===== config.mk =====
export PLATFORM = sky130hd
export DESIGN_NAME = sha256_stream_hasher_unit
export DESIGN_NICKNAME = d
export VERILOG_FILES = /design/src/design/shs_pkg.sv /design/src/design/sha256_stream_hasher_unit.sv /design/src/design/shs_sched.sv /design/src/design/shs_round.sv
export SDC_FILE = /design/constraint.sdc
export NUM_CORES = 2
export LEC_CHECK = 0
export CAP_MARGIN = 20
export CORE_MARGIN = 10
export CORE_UTILIZATION = 25
export DETAILED_ROUTE_END_ITERATION = 10
export DONT_BUFFER_PORTS = 1
export GPL_TIMING_DRIVEN = 0
export HOLD_SLACK_MARGIN = 0.02
export PLACE_DENSITY = 0.44
export SLEW_MARGIN = 20
export SYNTH_ARGS = -nofsm -noshare
export SYNTH_HDL_FRONTEND = slang
export SYNTH_SLANG_ARGS = --single-unit

===== constraint.sdc =====
create_clock -name clk -period 13.86 [get_ports clk]
set_clock_uncertainty 0.2 [all_clocks]
set_input_delay 2.772 -clock clk [delete_from_list [all_inputs] [get_ports clk]]
set_output_delay 2.772 -clock clk [all_outputs]
set_load 0.005 [all_outputs]

===== src/design/shs_pkg.sv =====
// Shared types, constants and round functions for the SHA-256 stream hasher.
`timescale 1ns / 1ps

package shs_pkg;

	typedef logic [31:0] word_t;

	// Eight working or chaining words, index 0 is a / H0
	typedef logic [7:0][31:0] hash_t;

	localparam hash_t HASH_IV = {
		32'h5be0cd19, 32'h1f83d9ab, 32'h9b05688c, 32'h510e527f,
		32'ha54ff53a, 32'h3c6ef372, 32'hbb67ae85, 32'h6a09e667
	};

	// Request codes carried by func
	localparam logic [1:0] FUNC_ABSORB = 2'd0;
	localparam logic [1:0] FUNC_FINISH = 2'd1;
	localparam logic [1:0] FUNC_CLOSE  = 2'd2;

	// First padding byte
	localparam logic [7:0] PAD_MARK = 8'h80;

	typedef enum logic [2:0] {
		ST_IDLE,
		ST_ROUND,
		ST_ADD,
		ST_PAD,
		ST_OUT
	} st_t;

	// Control from the sequencer to the message schedule
	typedef struct packed {
		logic       shift;
		logic [7:0] din;
		logic       step;
	} sched_ctrl_t;

	// Control from the sequencer to the round unit
	typedef struct packed {
		logic load;
		logic step;
	} rnd_ctrl_t;

	function automatic word_t rotr(input word_t x, input int unsigned r);
		rotr = (x >> r) | (x << (32 - r));
	endfunction

	function automatic word_t small_sig0(input word_t x);
		small_sig0 = rotr(x, 7) ^ rotr(x, 18) ^ (x >> 3);
	endfunction

	function automatic word_t small_sig1(input word_t x);
		small_sig1 = rotr(x, 17) ^ rotr(x, 19) ^ (x >> 10);
	endfunction

	function automatic word_t big_sig0(input word_t x);
		big_sig0 = rotr(x, 2) ^ rotr(x, 13) ^ rotr(x, 22);
	endfunction

	function automatic word_t big_sig1(input word_t x);
		big_sig1 = rotr(x, 6) ^ rotr(x, 11) ^ rotr(x, 25);
	endfunction

	function automatic word_t ch_f(input word_t e, input word_t f, input word_t g);
		ch_f = (e & f) ^ (~e & g);
	endfunction

	function automatic word_t maj_f(input word_t a, input word_t b, input word_t c);
		maj_f = (a & b) ^ (a & c) ^ (b & c);
	endfunction

	// Round constants
	function automatic word_t round_k(input logic [5:0] idx);
		case (idx)
			6'd0:  round_k = 32'h428a2f98;
			6'd1:  round_k = 32'h71374491;
			6'd2:  round_k = 32'hb5c0fbcf;
			6'd3:  round_k = 32'he9b5dba5;
			6'd4:  round_k = 32'h3956c25b;
			6'd5:  round_k = 32'h59f111f1;
			6'd6:  round_k = 32'h923f82a4;
			6'd7:  round_k = 32'hab1c5ed5;
			6'd8:  round_k = 32'hd807aa98;
			6'd9:  round_k = 32'h12835b01;
			6'd10: round_k = 32'h243185be;
			6'd11: round_k = 32'h550c7dc3;
			6'd12: round_k = 32'h72be5d74;
			6'd13: round_k = 32'h80deb1fe;
			6'd14: round_k = 32'h9bdc06a7;
			6'd15: round_k = 32'hc19bf174;
			6'd16: round_k = 32'he49b69c1;
			6'd17: round_k = 32'hefbe4786;
			6'd18: round_k = 32'h0fc19dc6;
			6'd19: round_k = 32'h240ca1cc;
			6'd20: round_k = 32'h2de92c6f;
			6'd21: round_k = 32'h4a7484aa;
			6'd22: round_k = 32'h5cb0a9dc;
			6'd23: round_k = 32'h76f988da;
			6'd24: round_k = 32'h983e5152;
			6'd25: round_k = 32'ha831c66d;
			6'd26: round_k = 32'hb00327c8;
			6'd27: round_k = 32'hbf597fc7;
			6'd28: round_k = 32'hc6e00bf3;
			6'd29: round_k = 32'hd5a79147;
			6'd30: round_k = 32'h06ca6351;
			6'd31: round_k = 32'h14292967;
			6'd32: round_k = 32'h27b70a85;
			6'd33: round_k = 32'h2e1b2138;
			6'd34: round_k = 32'h4d2c6dfc;
			6'd35: round_k = 32'h53380d13;
			6'd36: round_k = 32'h650a7354;
			6'd37: round_k = 32'h766a0abb;
			6'd38: round_k = 32'h81c2c92e;
			6'd39: round_k = 32'h92722c85;
			6'd40: round_k = 32'ha2bfe8a1;
			6'd41: round_k = 32'ha81a664b;
			6'd42: round_k = 32'hc24b8b70;
			6'd43: round_k = 32'hc76c51a3;
			6'd44: round_k = 32'hd192e819;
			6'd45: round_k = 32'hd6990624;
			6'd46: round_k = 32'hf40e3585;
			6'd47: round_k = 32'h106aa070;
			6'd48: round_k = 32'h19a4c116;
			6'd49: round_k = 32'h1e376c08;
			6'd50: round_k = 32'h2748774c;
			6'd51: round_k = 32'h34b0bcb5;
			6'd52: round_k = 32'h391c0cb3;
			6'd53: round_k = 32'h4ed8aa4a;
			6'd54: round_k = 32'h5b9cca4f;
			6'd55: round_k = 32'h682e6ff3;
			6'd56: round_k = 32'h748f82ee;
			6'd57: round_k = 32'h78a5636f;
			6'd58: round_k = 32'h84c87814;
			6'd59: round_k = 32'h8cc70208;
			6'd60: round_k = 32'h90befffa;
			6'd61: round_k = 32'ha4506ceb;
			6'd62: round_k = 32'hbef9a3f7;
			6'd63: round_k = 32'hc67178f2;
			default: round_k = 32'h00000000;
		endcase
	endfunction

endpackage


===== src/design/sha256_stream_hasher_unit.sv =====
// Top level of the SHA-256 stream hasher: sequencer, chaining words and digest output.
`timescale 1ns / 1ps

// SHA-256 over a byte stream. Each accepted word brings one message byte (func 0),
// one byte then finish (func 1) or a bare finish (func 2); func 3 is taken and ignored.
// Every 64th byte starts a compression (one round per cycle in a single shared round
// unit) and then a fold into the chain, during which ready is low. Finishing feeds the
// 9 to 72 pad and length bytes through the same byte path, one per cycle outside the
// one or two compressions that they start, then presents the digest as eight 32-bit
// words, index 0 first, one per accepted output word. After the eighth word the hash
// returns to its initial value and ready rises again.
module sha256_stream_hasher_unit (
	input  logic        clk,
	input  logic        arst_n,
	input  logic        valid,
	output logic        ready,
	input  logic [7:0]  data_byte,
	input  logic [1:0]  func,
	output logic        digest_valid,
	input  logic        digest_ready,
	output logic [31:0] digest_word,
	output logic [2:0]  word_index,
	output logic        last_word
);
	import shs_pkg::*;

	st_t         st_q;
	st_t         st_nxt;
	hash_t       chain_q;
	logic [5:0]  fill_q;
	logic [63:0] bitlen_q;
	logic [5:0]  rnd_q;
	logic [2:0]  oidx_q;
	logic        fin_q;
	logic        len_q;
	logic        long_q;
	logic        first_q;

	logic        acc;
	logic        absorb;
	logic        finish;
	logic        blk_full;
	logic        len_pos;
	logic [63:0] len_sh;
	logic [7:0]  pad_byte;
	sched_ctrl_t sc;
	rnd_ctrl_t   rc;
	word_t       w_cur;
	hash_t       v;

	assign acc    = valid && ready;
	assign absorb = acc && (func inside {FUNC_ABSORB, FUNC_FINISH});
	assign finish = acc && (func inside {FUNC_FINISH, FUNC_CLOSE});

	// Pick the padding byte: marker, length byte or zero
	assign len_pos  = (&fill_q[5:3]) && !first_q && !long_q;
	assign len_sh   = bitlen_q >> {~fill_q[2:0], 3'b000};
	assign pad_byte = first_q ? PAD_MARK : (len_pos ? len_sh[7:0] : 8'h00);

	assign blk_full = sc.shift && (&fill_q);

	// Drive handshakes and unit controls
	always_comb begin
		ready        = (st_q == ST_IDLE);
		digest_valid = (st_q == ST_OUT);
		sc.shift     = absorb || (st_q == ST_PAD);
		sc.din       = (st_q == ST_PAD) ? pad_byte : data_byte;
		sc.step      = (st_q == ST_ROUND);
		rc.step      = (st_q == ST_ROUND);
		rc.load      = blk_full;
	end

	// Next state
	always_comb begin
		st_nxt = st_q;
		case (st_q)
			ST_IDLE: begin
				if (blk_full) begin
					st_nxt = ST_ROUND;
				end else if (finish) begin
					st_nxt = ST_PAD;
				end
			end
			ST_ROUND: begin
				if (&rnd_q) begin
					st_nxt = ST_ADD;
				end
			end
			ST_ADD: begin
				if (fin_q && len_q) begin
					st_nxt = ST_OUT;
				end else if (fin_q) begin
					st_nxt = ST_PAD;
				end else begin
					st_nxt = ST_IDLE;
				end
			end
			ST_PAD: begin
				if (blk_full) begin
					st_nxt = ST_ROUND;
				end
			end
			ST_OUT: begin
				if (digest_ready && (&oidx_q)) begin
					st_nxt = ST_IDLE;
				end
			end
			default: st_nxt = ST_IDLE;
		endcase
	end

	// Hold state, counters, flags and chaining words
	always_ff @(posedge clk or negedge arst_n) begin
		if (!arst_n) begin
			st_q     <= ST_IDLE;
			chain_q  <= HASH_IV;
			fill_q   <= '0;
			bitlen_q <= '0;
			rnd_q    <= '0;
			oidx_q   <= '0;
			fin_q    <= 1'b0;
			len_q    <= 1'b0;
			long_q   <= 1'b0;
			first_q  <= 1'b0;
		end else begin
			st_q <= st_nxt;
			if (absorb) begin
				bitlen_q <= bitlen_q + 64'd8;
			end
			if (sc.shift) begin
				fill_q <= fill_q + 6'd1;
			end
			if (finish) begin
				fin_q   <= 1'b1;
				first_q <= 1'b1;
			end
			if (st_q == ST_PAD) begin
				first_q <= 1'b0;
				if (blk_full) begin
					long_q <= 1'b0;
				end else if (first_q) begin
					long_q <= &fill_q[5:3];
				end
				if (len_pos) begin
					len_q <= 1'b1;
				end
			end
			if (st_q == ST_ROUND) begin
				rnd_q <= rnd_q + 6'd1;
			end
			// Fold the working words into the chain
			if (st_q == ST_ADD) begin
				for (int i = 0; i < 8; i++) begin
					chain_q[i] <= chain_q[i] + v[i];
				end
			end
			// Advance the digest index; restart after the last word
			if ((st_q == ST_OUT) && digest_ready) begin
				oidx_q <= oidx_q + 3'd1;
				if (&oidx_q) begin
					chain_q  <= HASH_IV;
					fill_q   <= '0;
					bitlen_q <= '0;
					fin_q    <= 1'b0;
					len_q    <= 1'b0;
					long_q   <= 1'b0;
					first_q  <= 1'b0;
				end
			end
		end
	end

	assign digest_word = chain_q[oidx_q];
	assign word_index  = oidx_q;
	assign last_word   = &oidx_q;

	shs_sched u_sched (
		.clk   (clk),
		.ctrl  (sc),
		.w_cur (w_cur)
	);

	shs_round u_round (
		.clk  (clk),
		.ctrl (rc),
		.init (chain_q),
		.k    (round_k(rnd_q)),
		.w    (w_cur),
		.v    (v)
	);

endmodule


===== src/design/shs_sched.sv =====
// Block buffer and message schedule: a 16-word window that takes bytes or expands words.
`timescale 1ns / 1ps

module shs_sched (
	input  logic                clk,
	input  shs_pkg::sched_ctrl_t ctrl,
	output shs_pkg::word_t      w_cur
);
	import shs_pkg::*;

	word_t win_q [16];
	word_t w_new;

	// Next schedule word from the window taps
	assign w_new = win_q[0] + small_sig0(win_q[1]) + win_q[9] + small_sig1(win_q[14]);
	assign w_cur = win_q[0];

	// Shift a byte in at the tail, or advance the window by one word
	always_ff @(posedge clk) begin
		if (ctrl.shift) begin
			for (int i = 0; i < 15; i++) begin
				win_q[i] <= {win_q[i][23:0], win_q[i + 1][31:24]};
			end
			win_q[15] <= {win_q[15][23:0], ctrl.din};
		end else if (ctrl.step) begin
			for (int i = 0; i < 15; i++) begin
				win_q[i] <= win_q[i + 1];
			end
			win_q[15] <= w_new;
		end
	end

endmodule


===== src/design/shs_round.sv =====
// Compression round unit: eight working words updated one round per cycle while step is high.
`timescale 1ns / 1ps

module shs_round (
	input  logic              clk,
	input  shs_pkg::rnd_ctrl_t ctrl,
	input  shs_pkg::hash_t    init,
	input  shs_pkg::word_t    k,
	input  shs_pkg::word_t    w,
	output shs_pkg::hash_t    v
);
	import shs_pkg::*;

	hash_t v_q;
	hash_t v_nxt;
	word_t t1;
	word_t t2;

	// One SHA-256 round
	always_comb begin
		t1 = v_q[7] + big_sig1(v_q[4]) + ch_f(v_q[4], v_q[5], v_q[6]) + k + w;
		t2 = big_sig0(v_q[0]) + maj_f(v_q[0], v_q[1], v_q[2]);
		v_nxt[0] = t1 + t2;
		v_nxt[1] = v_q[0];
		v_nxt[2] = v_q[1];
		v_nxt[3] = v_q[2];
		v_nxt[4] = v_q[3] + t1;
		v_nxt[5] = v_q[4];
		v_nxt[6] = v_q[5];
		v_nxt[7] = v_q[6];
	end

	// Load from the chain at block start, then advance each round
	always_ff @(posedge clk) begin
		if (ctrl.load) begin
			v_q <= init;
		end else if (ctrl.step) begin
			v_q <= v_nxt;
		end
	end

	assign v = v_q;

endmodule

==> summary.md <==
| Metric | Value |
|---|---|
| Worst Tran Pin Value | `1.286 ns` |
| WP data arrival | `11.57 ns` |
| IO Count | `52` |
| Number of synthesized flops with an enable pin | `768` |
| Mean area per synthesized cell | `9.213 um^2` |
| # DRC | `0` |
| Row Count | `202` |
| WL per Instance | `26.50 um` |
| Port Buffer Count | `0` |
| Vias per Instance | `5.115` |
| Seq cells post-synth | `1107` |
| CTS clk-pin slew, worst paths | `0.06 ns` |
| Clock Power Share | `52.7%` |
| Via Count | `64220` |
| WP data required | `14.16 ns` |
| Fin Hold WS | `0.3088 ns` |
| Synth async-reset ratio | `30.62%` |
| Flop pwr share | `47.3%` |
| Total GRT Usage | `19.50%` |
| Final ANT Viol Nets | `0` |
| Detailed Route WL | `332700 um` |
| Cts repair resizes | `0` |
| First-pass GRT wire length | `466400 um` |
| Hold buffers post-CTS | `0` |
| Hold Fails Final Rpt | `0` |
| GR Overflow Total | `0` |
| Hold path start | `chain_q[128]` |
| Syn Std Cell Area | `76160 um^2` |
| CTS tree | `built` |
| Hold Crit Class | `register to register` |
| Final setup fails | `0` |
| Die height | `571.9 um` |
| Ys Warns | `0` |
| Slew HR | `14.27%` |
| P_leak | `36.78 nW` |
| Critical path type | `register to register` |
| Routed met2 length | `143700 um` |
| Fin nets | `9065` |
| Fillers | `32040` |
| Syn nets | `8881` |
| Cells after synthesis | `8267` |
| Vias in the first global route | `62400` |
| Max capacitance violation total | `0` |
| FMAX | `88.79 MHz` |
| Fin util | `28.64%` |
| Synth cell types | `103` |
| Largest net degree at the start of global routing | `340` |
| CP endpoint kind | `register` |
| Layout cells sized above 1 | `7.693%` |
| CTS Root Cell | `clkbuf_16` |
| Top-count cell post-synth | `nand2_1` |
| P_sw | `1.615 mW` |
| Max incr delay on CP | `0.70 ns` |
| Peak supply drop | `0.08396 mV` |
| Yosys top cell area share | `30.28%` |
| Worst Setup Start Kind | `register` |
| Clock buffer depth | `4` |
| Cell count after placement | `12280` |
| Power density cells | `85.48 nW/um^2` |
| Leading cell types by count after synthesis | `nand2_1 (2544), edfxtp_1 (768), a21oi_1 (507)` |
| Area contributors post-synth | `edfxtp_1 (30%), nand2_1 (13%), dfrtp_1 (6.7%)` |
| Clock H-tree levels | `4` |
| Die Wd | `571.9 um` |
| Outcome | `completed` |
| Area Growth Syn to Fin | `13.96%` |
| Max-slew violation count | `0` |
| DR top layer | `met5` |
| CTS Buf Count | `147` |
| Most used DFF post-synth | `edfxtp_1` |
| Yosys top cell by area | `edfxtp_1` |
| CTS Sinks | `1107` |
| CP max-delay cell | `nor2_2` |
| Post-DP HPWL | `259200 um` |
| CP startpoint | `rnd_q[1]` |
| Int Pwr | `5.805 mW` |
| Area of the core | `303000 um^2` |
| Clock latency on the worst-skew pair | `0.86 ns` |
| Final cell count without fillers | `12550` |
| TritonRoute pass-1 iters | `5` |
| Drt initial violations | `6733` |
| Comb pwr share | `0%` |
| Sw frac | `21.76%` |
| Routed wl met3 | `28900 um` |
| Cell mode on critical path | `a21oi_1` |
| Worst-path fanout max | `11` |
| Final period utilization | `81.25%` |
| Die area | `327100 um^2` |
| Starting Density | `25.13%` |
| RSZ-0062 raised after global routing | `no` |
| Postcts setup bufs | `0` |
| Tmin final | `11.26 ns` |
| Initial antenna violation count | `28` |
| RD Place Congestion | `0.9642` |
| Worst r2r src | `rnd_q[1]` |
| Seq/Total Area, Yosys | `41.64%` |
| M1 WL | `145900 um` |
layer usage:
layer  global-route usage (%)  vias up
li1                         -    28930
met1                    27.09    32160
met2                    29.83     2602
met3                    4.101      512
met4                    7.179       14
met5                        0        -
metrics by stage:
step	worst slack [ns]	instance area, um^2	setup TNS [ns]	power (mW)
3_5_place_dp	2.867	82020	0	3.574
5_1_grt	2.276	86790	0	7.611
4_1_cts	2.784	86770	0	7.492
6_report	2.598	86800	0	7.420
3_3_place_gp	-3.404	81140	-1654.48	3.574
2_1_floorplan	3.060	76160	0	3.574
power by group through the flow:
stage	Combinational (mW)	Sequential [mW]	Clock, mW
2_1_floorplan	0.000812	3.57	0
3_3_place_gp	0.00146	3.57	0
3_5_place_dp	0.00148	3.57	0
4_1_cts	0.00148	3.51	3.98
5_1_grt	0.00157	3.51	4.10
6_report	0.00147	3.51	3.91
sequential cells by signal, summed over array words and instances (netlist names):
name,cells
first_q,1
bitlen_q,61
u_round.v,256
fin_q,1
chain_q,256
u_sched.win_q,512
st_q,3
long_q,1
fill_q,6
word_index,3
rnd_q,6
len_q,1
area by class of cell:
| class | instances | area (um^2) | area share, % |
|---|---|---|---|
| Tap cell | 3978 | 4977 | 5.734 |
| Timing Repair Buffer | 35 | 758.2 | 0.8736 |
| Buffer | 475 | 1861 | 2.144 |
| Sequential cell | 1107 | 31720 | 36.54 |
| Clock buffer | 193 | 4006 | 4.616 |
| Clock inverter | 71 | 740.7 | 0.8534 |
| Inverter | 258 | 968.4 | 1.116 |
| Antenna cell | 10 | 25.02 | 0.02883 |
| Multi-Input combinational cell | 6427 | 41740 | 48.09 |
final timing paths:
| check | endpoint | slack, ns | cells after the start |
|---|---|---|---|
| min in group asynchronous | chain_q[186] | 1.47 | 0 |
| max | u_round.v[31] | 2.60 | 30 |
| max reg2reg | u_round.v[31] | 2.60 | 30 |
| min reg2reg | chain_q[128] | 0.31 | 2 |
| max in group asynchronous | chain_q[67] | 11.40 | 0 |
| min | chain_q[128] | 0.31 | 2 |
worst max-delay path: cells and delay by family (launching register included):
family | cells | cell delay, ns
xor+xnor | 2 | 0.84
fa+ha+maj | 5 | 2.21
compound gates | 16 | 4.20
flops | 1 | 0.54
buf+inv | 4 | 1.93
simple gates | 3 | 1.00
logic make-up (layout without fill, tap and decap cells):
group / after synthesis / count (layout) / synth area share, %
DFF: 1107 / 1107 / 41.64
xor gates and xnor gates: 628 / 628 / 7.240
buffers and inverters: 733 / 1032 / 3.622
muxes: 182 / 182 / 3.923
AOI/OAI and AO/OA: 1604 / 1604 / 13.24
other: 0 / 10 / 0
and+or+nand+nor: 3392 / 3392 / 18.26
adders and majority gates: 621 / 621 / 12.07
placed cells by master (no fill, tap or decap), types with 31 or more instances in the layout:
cell	n
clkbuf_16	151
and3_1	47
o21a_1	56
or3_1	48
a21o_1	189
edfxtp_1	768
o21ai_0	356
xnor2_1	427
mux4_2	87
a211oi_1	55
buf_1	32
nor2_1	332
clkbuf_2	54
nor2b_1	41
nor3_1	71
fa_1	196
o21bai_1	52
o211ai_1	119
a31oi_1	48
nand2b_1	54
xor2_1	200
clkinv_1	31
mux2_2	62
ha_1	404
clkbuf_1	416
a21oi_1	507
dfstp_2	136
dfrtp_1	203
nand3_1	108
nand4_1	39
nand2_1	2542
mux2i_1	33
inv_1	255
Note: power is estimated with default switching activity, not from simulation.
